**src/rtl/pixel_to_tiled_rgba8_swizzle_top_macros.svh**
```systemverilog
// ----------------------------------------------------------------------------
// pixel to tiled rgba8 swizzle assertion macros
// concurrent checks, clocked on clk and held off during reset
// ----------------------------------------------------------------------------
`ifndef PIXEL_TO_TILED_RGBA8_SWIZZLE_TOP_MACROS_SVH
`define PIXEL_TO_TILED_RGBA8_SWIZZLE_TOP_MACROS_SVH

// same-cycle implication
`define PTRS_ASSERT_SAME(lbl, ante, cons, msg) \
	lbl: assert property (@(posedge clk) disable iff (!arst_n) (ante) |-> (cons)) \
		else $error(msg);

// next-cycle implication
`define PTRS_ASSERT_NEXT(lbl, ante, cons, msg) \
	lbl: assert property (@(posedge clk) disable iff (!arst_n) (ante) |=> (cons)) \
		else $error(msg);

`endif

```
**src/rtl/ptrs_pkg.sv**
```systemverilog
`timescale 1ns / 1ps
// ----------------------------------------------------------------------------
// ptrs_pkg
// shared constants, register indexes and color expansion helpers
// ----------------------------------------------------------------------------
package ptrs_pkg;

	localparam int MAX_DIMENSION = 1024;

	localparam int DIM_W     = 11;
	localparam int COORD_W   = 10;
	localparam int RAW_W     = 32;
	localparam int ADDR_W    = 22;
	localparam int WORD_W    = 16;
	localparam int TROW_W    = 9;
	localparam int TILE_W    = 17;
	localparam int S_DATA_W  = 56;
	localparam int M_DATA_W  = 80;
	localparam int CFG_IDX_W = 2;

	localparam logic [DIM_W-1:0] MAX_DIM_V = DIM_W'(MAX_DIMENSION);

	// register indexes
	localparam logic [CFG_IDX_W-1:0] REG_WIDTH     = 2'd0;
	localparam logic [CFG_IDX_W-1:0] REG_HEIGHT    = 2'd1;
	localparam logic [CFG_IDX_W-1:0] REG_PIX_TYPE  = 2'd2;
	localparam logic [CFG_IDX_W-1:0] REG_HAS_ALPHA = 2'd3;

	// pixel types
	localparam logic [1:0] PIX_BYTES = 2'd0;
	localparam logic [1:0] PIX_5551  = 2'd1;
	localparam logic [1:0] PIX_565   = 2'd2;
	localparam logic [1:0] PIX_4444  = 2'd3;

	function automatic logic [DIM_W-1:0] clamp_dim(input logic [DIM_W-1:0] d);
		return (d > MAX_DIM_V) ? MAX_DIM_V : d;
	endfunction

	// floor(v*255/31) = 8v + floor(7v/31)
	function automatic logic [7:0] scale5(input logic [4:0] v);
		logic [7:0] v7;
		logic [2:0] q;
		v7 = 8'(v) * 8'd7;
		q  = '0;
		for (int k = 1; k <= 7; k++) begin
			if (v7 >= 8'(31 * k))
				q = q + 3'd1;
		end
		return {v, 3'b000} + 8'(q);
	endfunction

	// floor(v*255/63) = 4v + floor(v/21)
	function automatic logic [7:0] scale6(input logic [5:0] v);
		logic [1:0] q;
		q = '0;
		for (int k = 1; k <= 3; k++) begin
			if (v >= 6'(21 * k))
				q = q + 2'd1;
		end
		return {v, 2'b00} + 8'(q);
	endfunction

	function automatic logic [7:0] scale4(input logic [3:0] v);
		return {v, v};
	endfunction

endpackage

```
**src/rtl/pixel_to_tiled_rgba8_swizzle_top.sv**
```systemverilog
`timescale 1ns / 1ps
// ----------------------------------------------------------------------------
// pixel_to_tiled_rgba8_swizzle_top
// expands one source pixel to rgba8 and maps it to its two 16-bit writes
// in a 4x4 tiled texture layout
// ----------------------------------------------------------------------------
//  channel  | dir | signals                         | payload
//  s        | in  | s_tvalid s_tready s_tdata        | pixel_x pixel_y raw_pixel
//  m        | out | m_tvalid m_tready m_tdata m_tuser| addresses, words, in_range
//  cfg      | in  | cfg_we cfg_index cfg_data        | texture registers
//
//  one pixel per cycle while m_tready does not hold the result; an s transfer loads
//  the input register, and the pixel then passes through the result register
//  after the expand and tile multiply before m_tvalid rises
//  arst_n clears valid flags and loads the register reset values
//  m_tready low holds the result; s_tready stays high while the input
//  register can move forward or is empty
// ----------------------------------------------------------------------------
`include "pixel_to_tiled_rgba8_swizzle_top_macros.svh"

module pixel_to_tiled_rgba8_swizzle_top
	import ptrs_pkg::*;
(
	input  logic                 clk,
	input  logic                 arst_n,
	input  logic                 s_tvalid,
	output logic                 s_tready,
	input  logic [S_DATA_W-1:0]  s_tdata,   // pixel_x, pixel_y, raw_pixel, zero pad
	output logic                 m_tvalid,
	input  logic                 m_tready,
	output logic [M_DATA_W-1:0]  m_tdata,   // ar_address, ar_word, gb_address, gb_word, pad
	output logic                 m_tuser,   // in_range
	input  logic                 cfg_we,
	input  logic [CFG_IDX_W-1:0] cfg_index,
	input  logic [DIM_W-1:0]     cfg_data
);

	logic [DIM_W-1:0] width_q;
	logic [DIM_W-1:0] height_q;
	logic [1:0]       pix_type_q;
	logic             has_alpha_q;

	always_ff @(posedge clk or negedge arst_n) begin
		if (!arst_n) begin
			width_q     <= DIM_W'(1);
			height_q    <= DIM_W'(1);
			pix_type_q  <= PIX_BYTES;
			has_alpha_q <= 1'b1;
		end else if (cfg_we) begin
			case (cfg_index)
				REG_WIDTH:     width_q     <= cfg_data;
				REG_HEIGHT:    height_q    <= cfg_data;
				REG_PIX_TYPE:  pix_type_q  <= cfg_data[1:0];
				REG_HAS_ALPHA: has_alpha_q <= cfg_data[0];
				default: ;
			endcase
		end
	end

	// pipeline control
	logic valid_s1, valid_s2, advance;

	assign advance  = !valid_s2 || m_tready;
	assign s_tready = !valid_s1 || advance;

	always_ff @(posedge clk or negedge arst_n) begin
		if (!arst_n) begin
			valid_s1 <= 1'b0;
			valid_s2 <= 1'b0;
		end else begin
			if (s_tready)
				valid_s1 <= s_tvalid;
			if (advance)
				valid_s2 <= valid_s1;
		end
	end

	// input register
	logic [COORD_W-1:0] x_s1, y_s1;
	logic [RAW_W-1:0]   raw_s1;

	always_ff @(posedge clk) begin
		if (s_tready && s_tvalid) begin
			x_s1   <= s_tdata[COORD_W-1:0];
			y_s1   <= s_tdata[2*COORD_W-1:COORD_W];
			raw_s1 <= s_tdata[2*COORD_W+RAW_W-1:2*COORD_W];
		end
	end

	// expand and address
	logic [DIM_W-1:0]   w_c, h_c;
	logic [DIM_W:0]     w_up;
	logic [TROW_W-1:0]  tiles_row;
	logic [TILE_W-1:0]  tile_idx;
	logic               in_rng;
	logic [15:0]        v;
	logic [7:0]         r, g, b, a;
	logic [ADDR_W-1:0]  ar_addr, gb_addr;

	always_comb begin
		w_c       = clamp_dim(width_q);
		h_c       = clamp_dim(height_q);
		in_rng    = ({1'b0, x_s1} < w_c) && ({1'b0, y_s1} < h_c);
		w_up      = {1'b0, w_c} + (DIM_W+1)'(3);
		tiles_row = w_up[TROW_W+1:2];
		tile_idx  = TILE_W'(y_s1[COORD_W-1:2]) * TILE_W'(tiles_row)
			+ TILE_W'(x_s1[COORD_W-1:2]);
		// tile base is tile*64, offset fills bits 4:1, bit 5 picks the gb half
		ar_addr   = ADDR_W'({tile_idx, 1'b0, y_s1[1:0], x_s1[1:0], 1'b0});
		gb_addr   = ADDR_W'({tile_idx, 1'b1, y_s1[1:0], x_s1[1:0], 1'b0});

		v = raw_s1[15:0];
		case (pix_type_q)
			PIX_BYTES: begin
				r = raw_s1[7:0];
				g = raw_s1[15:8];
				b = raw_s1[23:16];
				a = has_alpha_q ? raw_s1[31:24] : 8'hff;
			end
			PIX_5551: begin
				r = scale5(v[15:11]);
				g = scale5(v[10:6]);
				b = scale5(v[5:1]);
				a = v[0] ? 8'hff : 8'h00;
			end
			PIX_565: begin
				r = scale5(v[15:11]);
				g = scale6(v[10:5]);
				b = scale5(v[4:0]);
				a = 8'hff;
			end
			default: begin
				r = scale4(v[15:12]);
				g = scale4(v[11:8]);
				b = scale4(v[7:4]);
				a = scale4(v[3:0]);
			end
		endcase
	end

	// result register
	logic [ADDR_W-1:0] ar_addr_s2, gb_addr_s2;
	logic [WORD_W-1:0] ar_word_s2, gb_word_s2;
	logic              in_rng_s2;

	always_ff @(posedge clk) begin
		if (advance && valid_s1) begin
			in_rng_s2  <= in_rng;
			ar_addr_s2 <= in_rng ? ar_addr : '0;
			gb_addr_s2 <= in_rng ? gb_addr : '0;
			ar_word_s2 <= in_rng ? {a, r} : '0;
			gb_word_s2 <= in_rng ? {g, b} : '0;
		end
	end

	assign m_tvalid = valid_s2;
	assign m_tuser  = in_rng_s2;
	assign m_tdata  = {4'b0000, gb_word_s2, gb_addr_s2, ar_word_s2, ar_addr_s2};

	`PTRS_ASSERT_SAME(a_out_zero, m_tvalid && !m_tuser, m_tdata == '0, "out of range result not zero")
	`PTRS_ASSERT_SAME(a_gb_offset, m_tvalid && m_tuser,
		m_tdata[59:38] == m_tdata[21:0] + 22'd32, "gb address is not ar address plus 32")
	`PTRS_ASSERT_SAME(a_even_addr, m_tvalid, !m_tdata[0] && !m_tdata[38], "odd word address")
	`PTRS_ASSERT_NEXT(a_take_s1, s_tvalid && s_tready, valid_s1, "accepted transfer lost at input register")

endmodule

```
**config.mk**
```make
export PLATFORM = sky130hd
export DESIGN_NAME = pixel_to_tiled_rgba8_swizzle_top
export DESIGN_NICKNAME = d
export VERILOG_FILES = /design/src/rtl/ptrs_pkg.sv /design/src/rtl/pixel_to_tiled_rgba8_swizzle_top.sv
export VERILOG_INCLUDE_DIRS = /design/src /design/src/rtl
export SDC_FILE = /design/constraint.sdc
export NUM_CORES = 1
export LEC_CHECK = 0
export ABC_CLOCK_PERIOD_IN_PS = 14100
export BUFFER_PORTS_ARGS = -buffer_cell sky130_fd_sc_hd__buf_2
export CAP_MARGIN = 30
export CORE_MARGIN = 4
export CORE_UTILIZATION = 40
export DETAILED_ROUTE_END_ITERATION = 16
export PLACE_DENSITY = 0.7
export SLEW_MARGIN = 30
export SYNTH_ARGS = -nofsm -noshare
export SYNTH_HDL_FRONTEND = slang
export SYNTH_SLANG_ARGS = --single-unit
```
**constraint.sdc**
```tcl
create_clock -name clk -period 14.1 [get_ports clk]
set_input_delay 1.41 -clock clk [delete_from_list [all_inputs] [get_ports clk]]
set_output_delay 1.41 -clock clk [all_outputs]
set_load 0.05 [all_outputs]
```
* Word level (Yosys, flattened, before mapping) *
Index checks and enable logic that the tools add are counted.

cells by class
  add/sub/neg operators = 40
  $mul = 5
  magnitude comparators = 35
  eq/ne operators = 5
  multiplexer cells = 84
  reduce and logical (&&, ||, !) cells = 13

operators by type and width
  cell                                                   number
  two-way mux 3 bit                                      65
  >= comparator 8 bit, second input constant             12
  case mux 8 bit (3 select lines)                        4
  adder 3 x 1 -> 3 bit, second input constant            30
  >= comparator 8 x 7 -> 1 bit, second input constant    8
  adder 8 x 3 -> 8 bit                                   5
  >= comparator 8 x 5 -> 1 bit, second input constant    4
  >= comparator 8 x 6 -> 1 bit, second input constant    4
  multiplier 5 x 3 -> 8 bit, second input constant       4
  greater-than comparator 11 bit, second input constant  2
  less-than comparator 10 x 11 -> 1 bit                  2
  two-way mux 11 bit                                     2
  adder 16 x 8 -> 16 bit                                 1
  multiplier 8 x 9 -> 16 bit                             1
  two-way mux 8 bit                                      2
  >= comparator 6 bit, second input constant             2
  adder 11 x 2 -> 11 bit, second input constant          1
  two-way mux 2 bit                                      5
  adder 8 x 2 -> 8 bit                                   1
  AND reduction 2 bit                                    4
  == test 2 bit, second input constant                   3
  >= comparator 6 x 5 -> 1 bit, second input constant    1
  two-way mux 6 bit                                      1
  two-way mux 1 bit                                      5
  6 further kinds                                        13

word-level totals
  register bits = 136
  input bits = 74
  output and inout port bits = 83
  word-level logic and storage cells = 197

* Logic depth before layout (Yosys ltp) *
Gate-level depths: netlist (run 1).

  depth after elaboration = 24
  depth in mapped cells = 30
  mapped depth without buffers = 30

* Least setup slack after synthesis (run 1) *
Ideal clock, no wire load.

  path kind = register -> register
  from = register raw_s1[7]
  to = register gb_word_s2[10], data pin
  setup time = 0.266 ns
  arrival = 5.962 ns
  required time = 13.834 ns
  slack = 7.872 ns
  cell stages (with the launch flop) = 26
  path buffers = 0
  period minus slack after synthesis = 6.228 ns
  cells stage by stage = edfxtp_1 -> fa_1 -> ha_1 -> inv_1 -> fa_1 -> xor2_1 -> nor3b_1 -> or3b_1 -> o21ai_0 -> inv_1 -> ha_1 -> a21boi_0 -> nor2_1 -> ha_1 -> inv_1 -> o21ai_0 -> ha_1 -> a2bb2oi_1 -> ha_1 -> mux2_2 -> ha_1 -> nand4_1 -> xnor3_1 -> xnor2_1 -> a222oi_1 -> nor2_1

on the way
  cells in the longest elaborated chain, start to end = 24
  elaborated cells between the ends (all ways) = 42
  classes of those cells = add/sub: 10; mul: 1; order compare: 10; mux: 21

RTL lines
  item                                 line                                     RTL
  start: declaration                   pixel_to_tiled_rgba8_swizzle_top.sv:80   logic [RAW_W-1:0] raw_s1;
  start signal: assignment             pixel_to_tiled_rgba8_swizzle_top.sv:86   raw_s1 <= s_tdata[2*COORD_W+RAW_W-1:2*COORD_W];
  multiplier 5 x 3 -> 8 bit            ptrs_pkg.sv:43                           v7 = 8'(v) * 8'd7;
  >= comparator 8 x 5 -> 1 bit         ptrs_pkg.sv:46                           if (v7 >= 8'(31 * k))
  two-way mux 1 bit                    ptrs_pkg.sv:46
  two-way mux 3 bit                    pixel_to_tiled_rgba8_swizzle_top.sv:113  case (pix_type_q)
  adder 3 x 1 -> 3 bit                 ptrs_pkg.sv:47                           q = q + 3'd1;
  two-way mux 3 bit                    ptrs_pkg.sv:46
  two-way mux 3 bit                    pixel_to_tiled_rgba8_swizzle_top.sv:113
  adder 3 x 1 -> 3 bit                 ptrs_pkg.sv:47
  (+8 left out)                        n/a
  adder 3 x 1 -> 3 bit                 ptrs_pkg.sv:47
  two-way mux 3 bit                    ptrs_pkg.sv:46
  two-way mux 3 bit                    pixel_to_tiled_rgba8_swizzle_top.sv:113
  adder 3 x 1 -> 3 bit                 ptrs_pkg.sv:47
  two-way mux 3 bit                    ptrs_pkg.sv:46
  two-way mux 3 bit                    pixel_to_tiled_rgba8_swizzle_top.sv:113
  adder 8 x 3 -> 8 bit                 ptrs_pkg.sv:49                           return {v, 3'b000} + 8'(q);
  case mux 8 bit (3 select lines) (*)  pixel_to_tiled_rgba8_swizzle_top.sv:113
  end signal: assignment               pixel_to_tiled_rgba8_swizzle_top.sv:152  gb_word_s2 <= in_rng ? {g, b} : '0;
  end: declaration                     pixel_to_tiled_rgba8_swizzle_top.sv:143  logic [WORD_W-1:0] ar_word_s2, gb_word_s2;

Every way passes the cells marked *; elsewhere a longest branch is shown, timed or not. The select of a mux whose other input is x is not followed.
A chain may end at the register's enable or synchronous reset.

* Worst setup path after layout (run 1) *
  from = register raw_s1[6]
  to = register gb_word_s2[10], data pin

Same word-level chain as after synthesis.

==> key figures, run 1 <==
Status
  – Outcome: complete, no violations

Clock network
  – Number of buffers on the longest clock path: 2
  – CTS Hold Bufs: 0
  – Clock-pin slew reported for the worst setup and hold paths after clock tree synthesis: 60 ps
  – Clock sink count: between 100 and 150
  – CTS H-Tree Depth: 4
  – Clk_lat worst skew: 430 ps
  – Post-CTS setup buffer count: 0
  – Clock tree root driver cell: clkbuf_16
  – Resize count post-CTS: 0
  – Number of buffers inserted during clock tree synthesis: 17
  – TritonCTS clock tree: done

Detailed routing
  – Length of the first detailed-routing pass in iterations: 5
  – Final Routed Wirelength: about 27 mm
  – Detail-routed via count per cell: 5.19
  – Average wire length per cell after detail routing: 16.0 microns
  – Total number of vias: 8617
  – Starting DRC count in detailed routing: roughly 620
  – Number of routed nets with antenna violations: 0
  – Post-detailed-route DRC marker count: 0

Yosys
  – Unique masters post-synth: 77
  – Combined area of all synthesized cells: 11600 sq um
  – Syn. warnings: 0
  – Mean instance size in the synthesized netlist: 10.1 sq um
  – Post-synthesis instance total: 1140
  – EDFF count, synth: 105
  – Number of synthesized register bits: 132
  – Async S/R FF share, synth: 20.5%
  – Sequential area share after synthesis: about a third
  – Primary flip-flop cell chosen by synthesis mapping: edfxtp_1

Placement
  – Pre-CTS setup slack: 7200 ps
  – Post-DP HPWL: 20.3 mm
  – Routability congestion estimate from global placement: 0.856
  – Total of buffers placed on input and output ports: 145

Worst setup path
  – Startpoint types: flop
  – Master of the slowest instance on the critical path: fa_1
  – Stage delay of the slowest cell on the critical path: 610 ps
  – Critical path class: flop to flop
  – Most repeated library cell on the critical path: ha_1
  – Crit path capture type: flop
  – Largest fanout on the critical path: 10
  – Required time of the critical path: 14270 ps
  – Data arrival, critical path: a little over 7000 ps

Floorplan
  – Top-level port count: 157
  – Core area: 28200 sq um
  – Starting density of the core: 41.0%
  – Die ar.: 31700 sq um
  – Die boundary height: 178 microns
  – Die X-Extent: 178 microns
  – Core Rows: 61

Timing
  – Setup TNS after final layout: 0 ps
  – Minimum clock period after layout: between 6000 and 7000 ps
  – Final setup violation count: 0
  – Actual transition at the worst max-transition pin: ~840 ps
  – Final-report hold violation count: 0
  – Max_slew headroom: 43.6%
  – Unrepaired setup endpoints after global routing: false
  – Final clock period utilization by the worst path: 49.1%
  – Final setup skew: 16.5 ps
  – Number of max-slew violations in the final report: 0
  – Final critical-path setup slack: 7180 ps
  – Highest Clock Rate: 0.144 GHz

Final layout
  – Fraction of layout cells with a size suffix above 1: 17.8%
  – Most common cell after layout, fill and taps aside: buf_2
  – Layout overhead on the synthesized area: 13.7%
  – Commonest cells after routing, fill and taps aside: 145 x buf_2, 138 x inv_1, 127 x ha_1, 105 x edfxtp_1, 78 x nand2_1
  – End-of-flow core utilization: a little under half
  – Final net count: 1536

Power
  – Worst VDD drop: between 80 and 90 uV
  – Power consumption: 2.47 mW
  – Leak pwr: between 5 and 6 nW
  – Total power density per cell area: 188 nW/um^2

Global route
  – Maximum number of pins on one net before global-route repair: 54
  – Residual overflow from global routing: 0
  – All-layer global routing usage: 17.2%
  – Wire length of the first global-routing pass: 43.1 mm
  – Initial antenna violation count: 5
  – Via count of the first global-routing pass: 8585

Run
  – Number of violations of the max-capacitance limit: 0

Hold path
  – Class of the tightest hold or removal check: flop to flop
## worst max-delay path, delay by kind of cell, from the launching register on
family	cells	cell delay, ps
AOI/OAI and AO/OA	7	1720
adders and majority gates	8	2650
and+or+nand+nor	5	730
buffers and inverters	2	130
DFF	1	600
muxes	1	280
xor gates and xnor gates	2	550
## flip-flops by register name, summed over array words and instances, names as in the netlist, 2 cells and up
register,cells
x_s1,10
raw_s1,32
height_q,11
gb_word_s2,16
width_q,11
pix_type_q,2
gb_addr_s2,21
ar_word_s2,16
y_s1,10
## synth_stat cells, drive strengths merged, types with 4 or more instances
master,n,area share (%)
dfrtp,24,5.2
nor3b,7,0.50
and2,59,3.2
a21o,14,0.91
ha,128,14
o21bai,6,0.39
nand4,7,0.38
buf,32,2.0
or3,4,0.26
edfxtp,105,27
inv,138,4.5
xnor2,25,2.0
a22oi,9,0.58
nor2,66,2.1
mux2,25,2.4
nor2b,20,1.1
a221oi,4,0.36
nand2,78,2.5
a31oi,8,0.43
a21oi,55,2.4
a211oi,13,0.97
clkbuf,15,0.49
nand2b,23,1.2
or2,9,0.49
nand3b,5,0.32
a222oi,4,0.35
mux2i,4,0.35
o211ai,4,0.26
o21a,9,0.58
fa,67,12
nor3,15,0.65
o21ai,62,2.7
nand3,16,0.69
xor2,23,1.7
and3,8,0.48
## cell type report
type                    count  area, sq um
fillers                  2641        15000
clock buffers              22          507
diodes                      2         5.00
repair buffers            149          776
inverters                 139          522
clock inverters            10         67.6
flip-flops and latches    132         3830
multi-input cells         828         6950
well taps                 378          473
## per-layer routing
layer  vias to the layer above  share of wire (%)  wire length, microns  GRT usage [%]
met1                      4142                 45                 11900           23.2
met3                        35                7.0                  1860           4.01
met2                       271                 46                 12300           27.7
met4                         6                1.7                   456           4.74
met5                         -              0.091                    24              0
li1                       4163                  -                     -              -
## logic make-up after synthesis
group	after synthesis	share of synthesized area [%]
simple gates	323	14.4
compound gates	223	12.9
fa+ha+maj	195	25.5
buf+inv	186	6.97
flops	132	33.2
xor+xnor	51	4.29
mux	29	2.78
other cells	1	0.0325
## per-stage QoR
step                hold WS (ps)  instances  cell area [sq um]
detailed placement           479       1625              12500
global placement             459       1625              12500
floorplan                    449       1146              11600
global route                 513       1660              13100
CTS                          483       1657              13100
finish                       481       1660              13100
## worst paths after layout
| kind | start | to | slack (ps) | depth (start not counted) |
|---|---|---|---|---|
| worst max-delay path | raw_s1[6] | gb_word_s2[10] | 7180 | 25 |
| worst min-delay path | valid_s1 | m_tvalid | 480 | 1 |
| worst max register to register | raw_s1[6] | gb_word_s2[10] | 7180 | 25 |
| worst min register to register | valid_s1 | m_tvalid | 480 | 1 |
| max in group asynchronous | arst_n | pix_type_q[1] | 12710 | 1 |
| min in group asynchronous | arst_n | height_q[7] | 980 | 1 |
## power breakdown
part / internal [mW] / total (mW) / switching [mW]
clock network: 0.255 / 0.431 / 0.176
registers: 0.520 / 0.574 / 0.0536
logic: 0.558 / 1.47 / 0.912
No activity file was read; power rests on OpenSTA's default activity.
==> inputs of run 2 (changes only) <==
--- a/config.mk
+++ b/config.mk
@@ -6,7 +6,7 @@
 export SDC_FILE = /design/constraint.sdc
 export NUM_CORES = 1
 export LEC_CHECK = 0
-export ABC_CLOCK_PERIOD_IN_PS = 14100
+export ABC_CLOCK_PERIOD_IN_PS = 6590
 export BUFFER_PORTS_ARGS = -buffer_cell sky130_fd_sc_hd__buf_2
 export CAP_MARGIN = 30
 export CORE_MARGIN = 4
==> constraint.sdc (replaced) <==
create_clock -name clk -period 6.59 [get_ports clk]
set_input_delay 0.659 -clock clk [delete_from_list [all_inputs] [get_ports clk]]
set_output_delay 0.659 -clock clk [all_outputs]
set_load 0.05 [all_outputs]
==> run 2 against run 1 <==
  * Clock power increased by 130%
  * Utilization grew 0.98 points
  * Critical path type unchanged
  * Highest routed layer unchanged
  * Largest power group unchanged
  * Flip-flop and latch count did not move
  * Final area grew 2.1%
  * Sequential share of layout area decreased by 0.60 points
  * Setup slack got worse by 6900 ps
  * Cell count up 1.3%
  * Worst hold slack worse by 250 ps
  * First-iteration DRC count down 19%
  * Non-clock buffer count is 24 higher
  * Via count is 0.82% higher
==> key figures, run 2 (synthesized netlist as in run 1, its figures left out) <==
Clock network
  – Clock sink count: 132 (unchanged)
  – TritonCTS clock tree: done
  – CTS Hold Bufs: 0 (unchanged)
  – Clock tree root driver cell: clkbuf_16
  – CTS H-Tree Depth: 4 (unchanged)
  – Number of buffers on the longest clock path: 2 (unchanged)
  – Clock-pin slew reported for the worst setup and hold paths after clock tree synthesis: 70 ps (about the same)
  – Clk_lat worst skew: 430 ps (about the same)
  – Number of buffers inserted during clock tree synthesis: 17 (unchanged)

Power
  – Internal cell power: 2.92 mW (+120%)
  – Switching part of the total power: 46.0% (-0.15 points)
  – Leak pwr: 6.10 nW (+2.4%)
  – Proportion of power drawn by combinational gates: 59.4% (about the same)
  – Worst VDD drop: 263 uV (+200%)
  – Total power density per cell area: 403 nW/um^2 (+110%)
  – Power consumption: 5.40 mW (+120%)
  – Proportion of power drawn by the clock network: 18.1% (+0.7 points)
  – Net switching power: 2.48 mW (+120%)
  – Sequential share of power: 22.5% (-0.7 points)

Worst setup path
  – Slack of the worst reg-to-reg path: 290 ps (-6880 ps)
  – WP buf/inv: 3 (+1)
  – Most repeated library cell on the critical path: ha_1
  – Startpoint types: flop
  – Stage delay of the slowest cell on the critical path: 550 ps (-60 ps)
  – Largest fanout on the critical path: 3 (-7)
  – Critical path class: flop to flop
  – Required time of the critical path: 6740 ps (-7530 ps)
  – Family of cells with the greatest summed delay on the critical path: adder cells
  – Master of the slowest instance on the critical path: fa_1
  – Crit path capture type: flop
  – Data arrival, critical path: 6450 ps (-640 ps)

Run
  – Number of violations of the max-capacitance limit: 0 (unchanged)

Timing
  – Max_slew headroom: 40.7% (-2.9 points)
  – Final setup violation count: 0 (unchanged)
  – Number of max-slew violations in the final report: 0 (unchanged)
  – Final-report hold violation count: 0 (unchanged)
  – Setup TNS after final layout: 0 ps (unchanged)
  – Minimum clock period after layout: 6300 ps (-627 ps)
  – Final clock period utilization by the worst path: 95.5% (+46 points)
  – Actual transition at the worst max-transition pin: 888 ps (+49.2 ps)
  – Highest Clock Rate: 0.159 GHz (+10%)
  – Final setup skew: 17.6 ps (+1.05 ps)
  – Worst hold slack across all endpoints: 233 ps (-249 ps)

Global route
  – Wire length of the first global-routing pass: 43.9 mm (+1.9%)
  – Maximum number of pins on one net before global-route repair: 54 (unchanged)
  – Residual overflow from global routing: 0 (unchanged)
  – Via count of the first global-routing pass: 8711 (+1.5%)
  – Initial antenna violation count: 2 (-3)
  – All-layer global routing usage: 17.4% (+0.25 points)

Hold path
  – Class of the tightest hold or removal check: input port to asynchronous set/reset pin

Detailed routing
  – Number of routed nets with antenna violations: 0 (unchanged)
  – Final Routed Wirelength: 27.1 mm (+2.1%)
  – Length of the first detailed-routing pass in iterations: 6 (+1)
  – Detail-routed via count per cell: 5.17 (-0.49%)
  – Average wire length per cell after detail routing: 16.1 microns (+0.79%)
  – Total number of vias: 8688 (+0.82%)
  – Post-detailed-route DRC marker count: 0 (unchanged)
  – Starting DRC count in detailed routing: 499 (-19%)

Final layout
  – Layout filler cell count: 2594 (-1.8%)
  – Most common cell after layout, fill and taps aside: buf_2
  – Largest register FFs: 32 (unchanged)
  – Finished Layout Cells: 1682 (+1.3%)
  – Number of antenna diodes: 0 (-2)
  – Sequential cell area: 3830 sq um (unchanged)
  – Largest reg by FF count: raw_s1
  – Fraction of layout cells with a size suffix above 1: 20.9% (+3.0 points)
  – Largest regs: raw_s1 (32), gb_addr_s2 (21)
  – Area taken by multi-input logic gates: 7050 sq um (+1.3%)
  – Layout overhead on the synthesized area: 16.1%
  – Commonest cells after routing, fill and taps aside: 145 x buf_2, 138 x inv_1, 127 x ha_1, 105 x edfxtp_1, 78 x nand2_1
  – Final net count: 1560 (+1.6%)

Floorplan
  – Top-level port count: 157 (unchanged)
  – Die boundary height: 178 microns (unchanged)
  – Core Rows: 61 (unchanged)
  – Die X-Extent: 178 microns (unchanged)
  – Core area: 28200 sq um (unchanged)
  – Die ar.: 31700 sq um (unchanged)
  – Starting density of the core: 41.0% (unchanged)

Placement
  – Total of buffers placed on input and output ports: 145 (unchanged)
  – Post-DP HPWL: 20.5 mm (+1.0%)
  – Routability congestion estimate from global placement: 0.851 (-0.58%)
  – Placed insts: 1643 (+1.1%)

Status
  – Outcome: complete, no violations
run 2: changes by cell type in the layout (fill, tap and decap cells not counted), sizes merged:
cell      previous run  this run
buf                149       173
bufinv               0         2
clkbuf              22        19
clkinv               8         6
clkinvlp             0         2
diode                2         0
inv                141       142
run 2: final cells by class:
| class | instances | share of cell area [%] |
|---|---|---|
| clock inverter | 13 | 1.11 |
| inverter | 139 | 3.89 |
| clock buffer | 19 | 3.38 |
| multi-input combinational | 828 | 52.5 |
| timing repair buffer | 173 | 6.98 |
| sequential | 132 | 28.6 |
| tap | 378 | 3.53 |
run 2: metrics by stage:
stage	worst slack, ps	util [%]	instance area (sq um)
after floorplan	362	-	11600
after global placement	232	44.9	12700
after CTS	26.3	47.1	13300
after global routing	-28.4	47.6	13400
final	295	47.6	13400
after detailed placement	58.6	45.0	12700
run 2: metal layers:
layer / global-route usage [%] / share of wire (%) / up-vias
met5: 0 / 0.081 / -
met4: 4.80 / 1.7 / 4
met3: 4.22 / 6.2 / 39
met2: 28.3 / 47 / 253
met1: 23.3 / 45 / 4187
li1: - / - / 4205
run 2: repair_timing:
action,4_1_cts,5_1_grt
endpoints found under the setup margin,0,3
setup buffers,0,7
resized for setup,0,22
endpoints found under the hold margin,0,0
run 2: power by group through the flow:
stage | combinational [mW] | clock [mW] | sequential, mW
finish | 3.21 | 0.978 | 1.22
global route | 3.68 | 1.04 | 1.23
CTS | 3.19 | 0.998 | 1.22
detailed placement | 3.17 | 0 | 1.23
global placement | 3.08 | 0 | 1.23
floorplan | 2.29 | 0 | 1.49
run 2: path summary, 6_finish.rpt:
path / start / end / cells after the start
max: raw_s1[7] / gb_word_s2[10] / 25
min: arst_n / width_q[8] / 1
min reg2reg: valid_s1 / m_tvalid / 1
max reg2reg: raw_s1[7] / gb_word_s2[10] / 25
min in group clk: s_tdata[48] / raw_s1[28] / 1
max in group asynchronous: arst_n / pix_type_q[0] / 1
